**src/hw/rtl/tle_pkg.sv**
```systemverilog
// tle_pkg: byte codes, result kinds and escape parser modes for the line editor
// no dependencies; imported by terminal_line_editor_core
`default_nettype none

package tle_pkg;

    localparam int CNT_W = 7;   // cursor and tail counts, 0..64

    typedef logic [1:0] t_kind;
    typedef logic [2:0] t_mode;

    localparam t_kind KIND_STATUS = 2'd0;
    localparam t_kind KIND_BYTE   = 2'd1;
    localparam t_kind KIND_EMPTY  = 2'd2;
    localparam t_kind KIND_REJECT = 2'd3;

    localparam t_mode M_IDLE  = 3'd0;
    localparam t_mode M_ESC   = 3'd1;
    localparam t_mode M_FIRST = 3'd2;
    localparam t_mode M_VAL1  = 3'd3;
    localparam t_mode M_VAL2  = 3'd4;

    localparam logic [7:0] B_ETX   = 8'h03;
    localparam logic [7:0] B_EOT   = 8'h04;
    localparam logic [7:0] B_BS    = 8'h08;
    localparam logic [7:0] B_TAB   = 8'h09;
    localparam logic [7:0] B_LF    = 8'h0A;
    localparam logic [7:0] B_CR    = 8'h0D;
    localparam logic [7:0] B_CAN   = 8'h18;
    localparam logic [7:0] B_SUB   = 8'h1A;
    localparam logic [7:0] B_ESC   = 8'h1B;
    localparam logic [7:0] B_GS    = 8'h1D;
    localparam logic [7:0] B_RS    = 8'h1E;
    localparam logic [7:0] B_DEL   = 8'h7F;
    localparam logic [7:0] B_SPACE = 8'h20;
    localparam logic [7:0] B_TILDE = 8'h7E;
    localparam logic [7:0] B_LBRK  = 8'h5B;
    localparam logic [7:0] B_SEMI  = 8'h3B;
    localparam logic [7:0] B_ZERO  = 8'h30;
    localparam logic [7:0] B_NINE  = 8'h39;
    localparam logic [7:0] B_CMD_C = 8'h43;
    localparam logic [7:0] B_CMD_D = 8'h44;

    localparam logic [15:0] SAT_MAX = 16'hFFFF;

endpackage

`default_nettype wire

```
**src/hw/rtl/tle_ram.sv**
```systemverilog
// tle_ram: generic simple dual-port ram, one write and one registered read port
// no dependencies
`default_nettype none

module tle_ram #(
    parameter int WIDTH = 8,
    parameter int DEPTH = 64
) (
    input  wire                      i_clk,
    input  wire                      i_we,
    input  wire  [$clog2(DEPTH)-1:0] i_waddr,
    input  wire  [WIDTH-1:0]         i_wdata,
    input  wire                      i_re,
    input  wire  [$clog2(DEPTH)-1:0] i_raddr,
    output logic [WIDTH-1:0]         o_rdata
);

    logic [WIDTH-1:0] r_mem [DEPTH];

    always_ff @(posedge i_clk) begin
        if (i_we) begin
            r_mem[i_waddr] <= i_wdata;
        end
        if (i_re) begin
            o_rdata <= r_mem[i_raddr];
        end
    end

endmodule

`default_nettype wire

```
**src/hw/rtl/terminal_line_editor_core.sv**
```systemverilog
// terminal_line_editor_core: line editor top level, decode sequencer and output register
// depends on tle_pkg and tle_ram
//
// usage
//   input channel: one terminal byte per beat (i_in_byte, i_chunk_last),
//   i_in_valid / o_in_stall. output channel: result beats o_kind, o_out_byte,
//   o_last, o_cursor, o_tail, o_echo_on with o_out_valid / i_out_stall.
//   each input beat gives one status, empty-line or reject beat, or a run of
//   cursor+tail line bytes on a flush; o_last marks the final beat of an input.
// line store walk
//   the line store is one ram, walked by a single index counter one entry at
//   a time (read, then write or output load). an insert shifts each tail byte
//   up one entry from the end, a delete shifts each tail byte down one entry,
//   and a flush reads each line byte into the output register in order.
//   o_in_stall is high from acceptance until the last result is loaded, so a
//   new input beat is taken only once the last one is through.
// reset
//   synchronous active-low i_rst_n clears cursor, tail, parser state and drop
//   flag, sets echo on and empties the output register. the line store is not
//   cleared; only entries below cursor+tail are ever read.
// stall
//   a result waits in the output register while i_out_stall is high; the
//   sequencer holds until the register frees up, nothing is lost.
`default_nettype none

module terminal_line_editor_core
    import tle_pkg::*;
#(
    parameter int LINE_LEN = 64
) (
    input  wire         i_clk,
    input  wire         i_rst_n,
    input  wire         i_in_valid,
    output logic        o_in_stall,
    input  wire  [7:0]  i_in_byte,
    input  wire         i_chunk_last,
    output logic        o_out_valid,
    input  wire         i_out_stall,
    output logic [1:0]  o_kind,
    output logic [7:0]  o_out_byte,
    output logic        o_last,
    output logic [6:0]  o_cursor,
    output logic [6:0]  o_tail,
    output logic        o_echo_on
);

    localparam int AW = $clog2(LINE_LEN);
    localparam logic [CNT_W-1:0] LEN_C = CNT_W'(LINE_LEN);

    // sequencer states
    localparam logic [3:0] S_IDLE   = 4'd0;
    localparam logic [3:0] S_DEC    = 4'd1;
    localparam logic [3:0] S_INS_RD = 4'd2;
    localparam logic [3:0] S_INS_WR = 4'd3;
    localparam logic [3:0] S_DEL_RD = 4'd4;
    localparam logic [3:0] S_DEL_WR = 4'd5;
    localparam logic [3:0] S_FL_GO  = 4'd6;
    localparam logic [3:0] S_FL_RD  = 4'd7;
    localparam logic [3:0] S_FL_LD  = 4'd8;
    localparam logic [3:0] S_EMIT   = 4'd9;

    logic [3:0]       r_state, n_state;
    logic [7:0]       r_byte, n_byte;
    logic             r_endc, n_endc;
    logic [CNT_W-1:0] r_cursor, n_cursor;
    logic [CNT_W-1:0] r_tail, n_tail;
    logic [15:0]      r_seq, n_seq;
    t_mode            r_mode, n_mode;
    logic             r_echo, n_echo;
    logic             r_drop, n_drop;
    logic [CNT_W-1:0] r_idx, n_idx;
    logic [CNT_W-1:0] r_len, n_len;
    logic             r_flush, n_flush;
    t_kind            r_ekind, n_ekind;

    // output register
    logic             r_ovalid, n_ovalid;
    t_kind            r_okind, n_okind;
    logic [7:0]       r_obyte, n_obyte;
    logic             r_olast, n_olast;
    logic [CNT_W-1:0] r_ocursor, n_ocursor;
    logic [CNT_W-1:0] r_otail, n_otail;
    logic             r_oecho, n_oecho;

    // ram port
    logic          ram_we, ram_re;
    logic [AW-1:0] ram_waddr, ram_raddr;
    logic [7:0]    ram_wdata, ram_rdata;

    tle_ram #(
        .WIDTH (8),
        .DEPTH (LINE_LEN)
    ) u_store (
        .i_clk   (i_clk),
        .i_we    (ram_we),
        .i_waddr (ram_waddr),
        .i_wdata (ram_wdata),
        .i_re    (ram_re),
        .i_raddr (ram_raddr),
        .o_rdata (ram_rdata)
    );

    logic             out_free;
    logic [CNT_W-1:0] line_len;
    logic             is_digit;
    logic [15:0]      digit_val;
    logic [19:0]      acc_wide;
    logic [15:0]      acc_sat;
    logic [15:0]      run_val;
    logic             do_run;

    assign out_free  = !r_ovalid || !i_out_stall;
    assign line_len  = r_cursor + r_tail;
    assign is_digit  = (r_byte >= B_ZERO) && (r_byte <= B_NINE);
    assign digit_val = {8'd0, r_byte - B_ZERO};
    // v*10 + digit as shifts and adds, saturated
    assign acc_wide  = {1'b0, r_seq, 3'd0} + {3'd0, r_seq, 1'b0} + {4'd0, digit_val};
    assign acc_sat   = (acc_wide > {4'd0, SAT_MAX}) ? SAT_MAX : acc_wide[15:0];

    always_comb begin
        n_state   = r_state;
        n_byte    = r_byte;
        n_endc    = r_endc;
        n_cursor  = r_cursor;
        n_tail    = r_tail;
        n_seq     = r_seq;
        n_mode    = r_mode;
        n_echo    = r_echo;
        n_drop    = r_drop;
        n_idx     = r_idx;
        n_len     = r_len;
        n_flush   = r_flush;
        n_ekind   = r_ekind;
        n_ovalid  = r_ovalid && i_out_stall;
        n_okind   = r_okind;
        n_obyte   = r_obyte;
        n_olast   = r_olast;
        n_ocursor = r_ocursor;
        n_otail   = r_otail;
        n_oecho   = r_oecho;
        ram_we    = 1'b0;
        ram_re    = 1'b0;
        ram_waddr = r_idx[AW-1:0];
        ram_wdata = ram_rdata;
        ram_raddr = r_idx[AW-1:0];
        run_val   = r_seq;
        do_run    = 1'b0;
        o_in_stall = (r_state != S_IDLE);

        case (r_state)
            S_IDLE: begin
                if (i_in_valid) begin
                    n_byte  = i_in_byte;
                    n_endc  = i_chunk_last;
                    n_state = S_DEC;
                end
            end
            S_DEC: begin
                n_flush = 1'b0;
                n_ekind = KIND_STATUS;
                n_state = S_EMIT;
                if (r_drop) begin
                    if (r_endc) begin
                        n_drop = 1'b0;
                    end
                end else if (r_tail >= LEN_C) begin
                    n_ekind = KIND_REJECT;
                    if (!r_endc) begin
                        n_drop = 1'b1;
                    end
                end else if (r_mode != M_IDLE) begin
                    // escape sequence parser
                    case (r_mode)
                        M_ESC: begin
                            n_mode = (r_byte == B_LBRK) ? M_FIRST : M_IDLE;
                        end
                        M_FIRST: begin
                            if (is_digit) begin
                                n_seq  = digit_val;
                                n_mode = M_VAL1;
                            end else begin
                                n_seq   = 16'd1;
                                run_val = 16'd1;
                                do_run  = 1'b1;
                                n_mode  = M_IDLE;
                            end
                        end
                        M_VAL1: begin
                            if (is_digit) begin
                                n_seq = acc_sat;
                            end else if (r_byte == B_SEMI) begin
                                n_mode = M_VAL2;
                            end else begin
                                do_run = 1'b1;
                                n_mode = M_IDLE;
                            end
                        end
                        M_VAL2: begin
                            // second value is parsed but has no effect
                            if (!is_digit) begin
                                do_run = 1'b1;
                                n_mode = M_IDLE;
                            end
                        end
                        default: begin
                            n_mode = M_IDLE;
                        end
                    endcase
                    if (do_run) begin
                        if (r_byte == B_CMD_D && run_val <= {9'd0, r_cursor}) begin
                            n_tail   = r_tail + run_val[CNT_W-1:0];
                            n_cursor = r_cursor - run_val[CNT_W-1:0];
                        end else if (r_byte == B_CMD_C && run_val <= {9'd0, r_tail}) begin
                            n_tail   = r_tail - run_val[CNT_W-1:0];
                            n_cursor = r_cursor + run_val[CNT_W-1:0];
                        end
                    end
                end else if (r_byte == B_DEL || r_byte == B_BS) begin
                    if (r_cursor != '0) begin
                        n_cursor = r_cursor - 1'b1;
                        n_idx    = r_cursor - 1'b1;
                        n_state  = S_DEL_RD;
                    end
                end else if (r_byte == B_ESC) begin
                    n_mode = M_ESC;
                end else if (r_byte == B_CR || r_byte == B_LF) begin
                    n_state = S_FL_GO;
                end else if (r_byte == B_GS) begin
                    n_echo = 1'b0;
                end else if (r_byte == B_RS) begin
                    n_echo = 1'b1;
                end else if (r_byte == B_TAB) begin
                    n_state = S_EMIT;
                end else begin
                    // printable and all other bytes insert; some also flush
                    n_flush = (r_byte == B_ETX) || (r_byte == B_EOT) ||
                              (r_byte == B_CAN) || (r_byte == B_SUB);
                    if (line_len < LEN_C) begin
                        n_idx   = line_len;
                        n_state = S_INS_RD;
                    end else if (n_flush) begin
                        n_state = S_FL_GO;
                    end
                end
            end
            S_INS_RD: begin
                if (r_idx > r_cursor) begin
                    ram_re    = 1'b1;
                    ram_raddr = AW'(r_idx - 1'b1);
                    n_state   = S_INS_WR;
                end else begin
                    ram_we    = 1'b1;
                    ram_waddr = r_cursor[AW-1:0];
                    ram_wdata = r_byte;
                    n_cursor  = r_cursor + 1'b1;
                    n_state   = r_flush ? S_FL_GO : S_EMIT;
                end
            end
            S_INS_WR: begin
                ram_we  = 1'b1;
                n_idx   = r_idx - 1'b1;
                n_state = S_INS_RD;
            end
            S_DEL_RD: begin
                if (r_idx < line_len) begin
                    ram_re    = 1'b1;
                    ram_raddr = AW'(r_idx + 1'b1);
                    n_state   = S_DEL_WR;
                end else begin
                    n_state = S_EMIT;
                end
            end
            S_DEL_WR: begin
                ram_we  = 1'b1;
                n_idx   = r_idx + 1'b1;
                n_state = S_DEL_RD;
            end
            S_FL_GO: begin
                n_len    = line_len;
                n_cursor = '0;
                n_tail   = '0;
                n_idx    = '0;
                if (line_len == '0) begin
                    n_ekind = KIND_EMPTY;
                    n_state = S_EMIT;
                end else begin
                    n_state = S_FL_RD;
                end
            end
            S_FL_RD: begin
                ram_re  = 1'b1;
                n_state = S_FL_LD;
            end
            S_FL_LD: begin
                if (out_free) begin
                    n_ovalid  = 1'b1;
                    n_okind   = KIND_BYTE;
                    n_obyte   = ram_rdata;
                    n_olast   = (r_idx == r_len - 1'b1);
                    n_ocursor = r_cursor;
                    n_otail   = r_tail;
                    n_oecho   = r_echo;
                    n_idx     = r_idx + 1'b1;
                    n_state   = (r_idx == r_len - 1'b1) ? S_IDLE : S_FL_RD;
                end
            end
            S_EMIT: begin
                if (out_free) begin
                    n_ovalid  = 1'b1;
                    n_okind   = r_ekind;
                    n_obyte   = 8'd0;
                    n_olast   = 1'b1;
                    n_ocursor = r_cursor;
                    n_otail   = r_tail;
                    n_oecho   = r_echo;
                    n_state   = S_IDLE;
                end
            end
            default: begin
                n_state = S_IDLE;
            end
        endcase
    end

    always_ff @(posedge i_clk) begin
        if (!i_rst_n) begin
            r_state  <= S_IDLE;
            r_cursor <= '0;
            r_tail   <= '0;
            r_seq    <= '0;
            r_mode   <= M_IDLE;
            r_echo   <= 1'b1;
            r_drop   <= 1'b0;
            r_flush  <= 1'b0;
            r_ovalid <= 1'b0;
        end else begin
            r_state  <= n_state;
            r_cursor <= n_cursor;
            r_tail   <= n_tail;
            r_seq    <= n_seq;
            r_mode   <= n_mode;
            r_echo   <= n_echo;
            r_drop   <= n_drop;
            r_flush  <= n_flush;
            r_ovalid <= n_ovalid;
        end
    end

    // payload and walk registers, no reset needed
    always_ff @(posedge i_clk) begin
        r_byte    <= n_byte;
        r_endc    <= n_endc;
        r_idx     <= n_idx;
        r_len     <= n_len;
        r_ekind   <= n_ekind;
        r_okind   <= n_okind;
        r_obyte   <= n_obyte;
        r_olast   <= n_olast;
        r_ocursor <= n_ocursor;
        r_otail   <= n_otail;
        r_oecho   <= n_oecho;
    end

    assign o_out_valid = r_ovalid;
    assign o_kind      = r_okind;
    assign o_out_byte  = r_obyte;
    assign o_last      = r_olast;
    assign o_cursor    = r_ocursor;
    assign o_tail      = r_otail;
    assign o_echo_on   = r_oecho;

endmodule

`default_nettype wire

```
**config.mk**
```make
export PLATFORM = sky130hd
export DESIGN_NAME = terminal_line_editor_core
export DESIGN_NICKNAME = d
export VERILOG_FILES = /design/src/hw/rtl/tle_pkg.sv /design/src/hw/rtl/tle_ram.sv /design/src/hw/rtl/terminal_line_editor_core.sv
export SDC_FILE = /design/constraint.sdc
export NUM_CORES = 1
export LEC_CHECK = 0
export BUFFER_PORTS_ARGS = -buffer_cell sky130_fd_sc_hd__buf_2
export CORE_UTILIZATION = 44
export DETAILED_ROUTE_END_ITERATION = 10
export PLACE_DENSITY = 0.65
export SYNTH_ARGS = -nofsm -noshare
export SYNTH_HDL_FRONTEND = slang
export SYNTH_HIERARCHICAL = 1
export SYNTH_SLANG_ARGS = --single-unit
```
**constraint.sdc**
```tcl
create_clock -name i_clk -period 5.2 [get_ports i_clk]
set_input_delay 0.26 -clock i_clk [delete_from_list [all_inputs] [get_ports i_clk]]
set_output_delay 0.26 -clock i_clk [all_outputs]
set_load 0.01 [all_outputs]
```
==> results.md <==
- Worst setup margin: 0.149 ns
- CTS buffer count: 61
- Final hold vios: 0
- Synth area leader: edfxtp_1
- Post-synthesis cell type count: 82
- GRT Util Overall: 22.2%
- Synth Warn #: 6
- Adder-cell share of the synthesized area: 4.28%
- Leading cell types by count after synthesis: edfxtp_1 (571), nor2_1 (151), mux4_2 (124)
- Final nets: 2187
- Clock latency on the worst-skew pair: 0.65 ns
- Critical path, cell by cell: ha_1 > a21o_1 > a21oi_1 > or4b_2 > o2111ai_2 > inv_1 > ha_1 > a21o_1 > a211oi_2 > o21ai_1 > a211o_2 > xnor2_4 > buf_6 > buf_4 > mux4_2 > mux4_2 > o2111ai_2 > buf_4 > o41ai_1
- Worst-Margin Slew: 1.20 ns
- Largest net degree at the start of global routing: 65
- Vias in the first global route: 17503
- Initial Util: 44.6%
- Area of the core: 63200 µm²
- Compound-gate portion of the synthesized area: 8.44%
- Buffers on Ports: 40
- Share of flip-flops with an asynchronous set or reset: 0%
- I/O pin cnt: 41
- Sequential share of the synthesized area: 63.7%
- DIE AREA: 65100 µm²
- Post-route ant nets: 0
- Ranking of synthesized cells by area: edfxtp_1 (61%), mux4_2 (9.9%), ha_1 (3.6%)
- Largest family of logic cells by synthesized area: multiplexers
- Root buf cell: clkbuf_16
- CP max stage cell: or4b_2
- Pre-CTS setup slack: -0.163 ns
- Grt total ovfl: 0
- Initial DRC count: 1762
- CTS tree: built
- Ant diodes: 0
- Pwr dens: 585 nW/µm²
- Iteration count of the initial detailed-routing pass: 5
- Max Freq: 0.198 GHz
- Status: complete, no violations
- Clock skew: 0.0415 ns
- Worst-path fanout max: 8
- Residual DRC: 0
- Synth top area share: 60.8%
- Number of flops mapped to enable cells by yosys: 571
- Syn_area_per_cell: 14.9 µm²
- Via density: 6.01
- Worst VDD drop: 0.337 mV
- Core Rows: 92
- Clk buf depth: 3
- Tmin final: 5.05 ns
- P&R area growth vs syn: 17.2%
- Clock sink count: 612
- Largest stage delay on the critical path: 0.64 ns
- Number of max-cap violations: 0
- Worst slew margin: 20.2%
- Routability Congestion: 0.905
- Initial antenna violation count: 0
- XOR/XNOR Fraction of Synth Area: 1.21%
- Critical Path RT: 5.58 ns
- Post-Synth Simple-Gate Area: 8.51%
- Crit. End Element: register
- Count leader, synth: edfxtp_1
- Critical path class: register to register
- Die Span Y: 255 µm
- Vias: 17936
- Worst Path Arrival: 5.43 ns
- Htree depth: 2
- First-pass GRT wire length: 108 mm
- Power Total: 19.3 mW
- Fin crit share: 97.1%
- Leak pwr: 11.3 nW
- Layout cells sized above 1: 23.6%
- Proportion of synthesized area in mux cells: 11.3%
- Syn_nets: 1998
- Worst Hold Class: input pin to register
- Register bit total from synthesis: 612
- Slew Viols, Final: 0
- Top FF cell, synth: edfxtp_1
- Hpwl dp: 48.7 mm
- Gate Count Post-Synth: 1894
- Final wirelength: 71.6 mm
- Avg WL per Cell: 24.0 µm
- Die width: 255 µm
- # setup viols final: 0
- Post-Syn Area: 28200 µm²
- CP Launch Type: register
- CTS clk-pin slew, worst paths: 0.06 ns
-- per-layer routing --
layer  GRT usage (%)  routed length (µm)  vias to the layer above
met5               0                   0                        -
met3            3.11                5170                      139
li1                -                   -                     7890
met2            36.2               34800                      795
met4            7.34                2070                        0
met1            30.7               29600                     9112
-- per-stage QoR --
stage	instances	area, µm²	hold WS (ns)	utilization (%)	TNS [ns]
after floorplan	1894	28200	0.359	-	0
after global placement	2836	30300	0.418	48.0	-0.0462
after detailed placement	2836	30300	0.438	48.0	-0.893
after CTS	2965	32800	0.157	51.9	0
after global routing	2982	33000	0.221	52.3	-0.0101
final	2982	33000	0.225	52.3	0
-- kinds of logic after synthesis --
logic type,Yosys count
buffers and inverters,161
multiplexers,161
AO/OA/AOI/OAI,351
adder cells (fa/ha/maj),91
XOR/XNOR,39
AND/OR/NAND/NOR,479
flip-flops,612
-- path summary, 6_finish.rpt --
check                      startpoint  cells past startpoint  slack, ns                           end
max reg2reg  r_cursor[1]$_SDFFE_PN0P_                     19       0.15  u_store/o_rdata[7]$_DFFE_PP_
min                        i_in_valid                      5       0.22       r_state[1]$_SDFFE_PN0P_
min reg2reg          r_endc$_DFFE_PP_                      1       0.45           r_drop$_SDFFE_PN0P_
max          r_cursor[1]$_SDFFE_PN0P_                     19       0.15  u_store/o_rdata[7]$_DFFE_PP_
-- placed cells by master, fill, tap and decap left out, drive strengths merged, types with 13 or more instances in the layout --
master    n
o221ai   13
mux4    124
bufinv   15
ha       82
a211oi   14
or3      15
o22ai    35
inv      70
nand4    15
dfxtp    41
a21oi    53
and3     14
nand3    54
nor2    152
clkbuf   75
a22oi    15
o211ai   13
nor2b    32
xnor2    26
nand2b   22
edfxtp  571
clkinv   21
or2      15
nand2    81
o21ai    84
mux2i    27
nor3     38
buf     205
xor2     13
a31oi    15
a21o     13
-- critical path: cells and delay by family (launching register included) --
family | cells | cell delay [ns]
DFF | 1 | 0.35
adders and majority gates | 2 | 0.57
buffers and inverters | 4 | 0.53
xor gates and xnor gates | 1 | 0.24
muxes | 2 | 1.00
and+or+nand+nor | 1 | 0.64
AOI/OAI and AO/OA | 9 | 1.48
-- report_power, final --
part / internal [mW] / total, mW / switching [mW] / leakage [nW]
sequential: 6.04 / 6.20 / 0.162 / 5.48
combinational: 3.54 / 8.19 / 4.64 / 4.70
clock: 3.02 / 4.94 / 1.92 / 1.11
-- cell type report --
| type | instances | area, µm² |
|---|---|---|
| Multi-Input combinational cell | 1121 | 9700 |
| Inverter | 71 | 267 |
| Timing Repair Buffer | 216 | 1750 |
| Fill cell | 5120 | 30200 |
| Sequential cell | 612 | 18000 |
| Tap cell | 846 | 1060 |
| Clock buffer | 75 | 1650 |
| Clock inverter | 41 | 642 |
-- registers in the layout (all words and copies together) (netlist names), 2 cells and up --
| signal | cells |
|---|---|
| u_store/r_mem | 512 |
| r_seq | 16 |
| o_out_byte | 8 |
| r_byte | 8 |
| u_store/o_rdata | 8 |
| o_cursor | 7 |
| o_tail | 7 |
| r_cursor | 7 |
| r_idx | 7 |
| r_len | 7 |
| r_tail | 7 |
| r_state | 4 |
| r_mode | 3 |
| o_kind | 2 |
| r_ekind | 2 |
-- timing repair --
item | 4_1_cts | 5_1_grt
endpoints found under the hold margin | 12 | 0
setup buffers | 1 | 17
resized for setup | 8 | 36
hold buffers | 11 | 0
endpoints found under the setup margin | 8 | 12
gates cloned | 1 | 0
pin swaps | 2 | 9
Power figures use the tool's default switching activity.
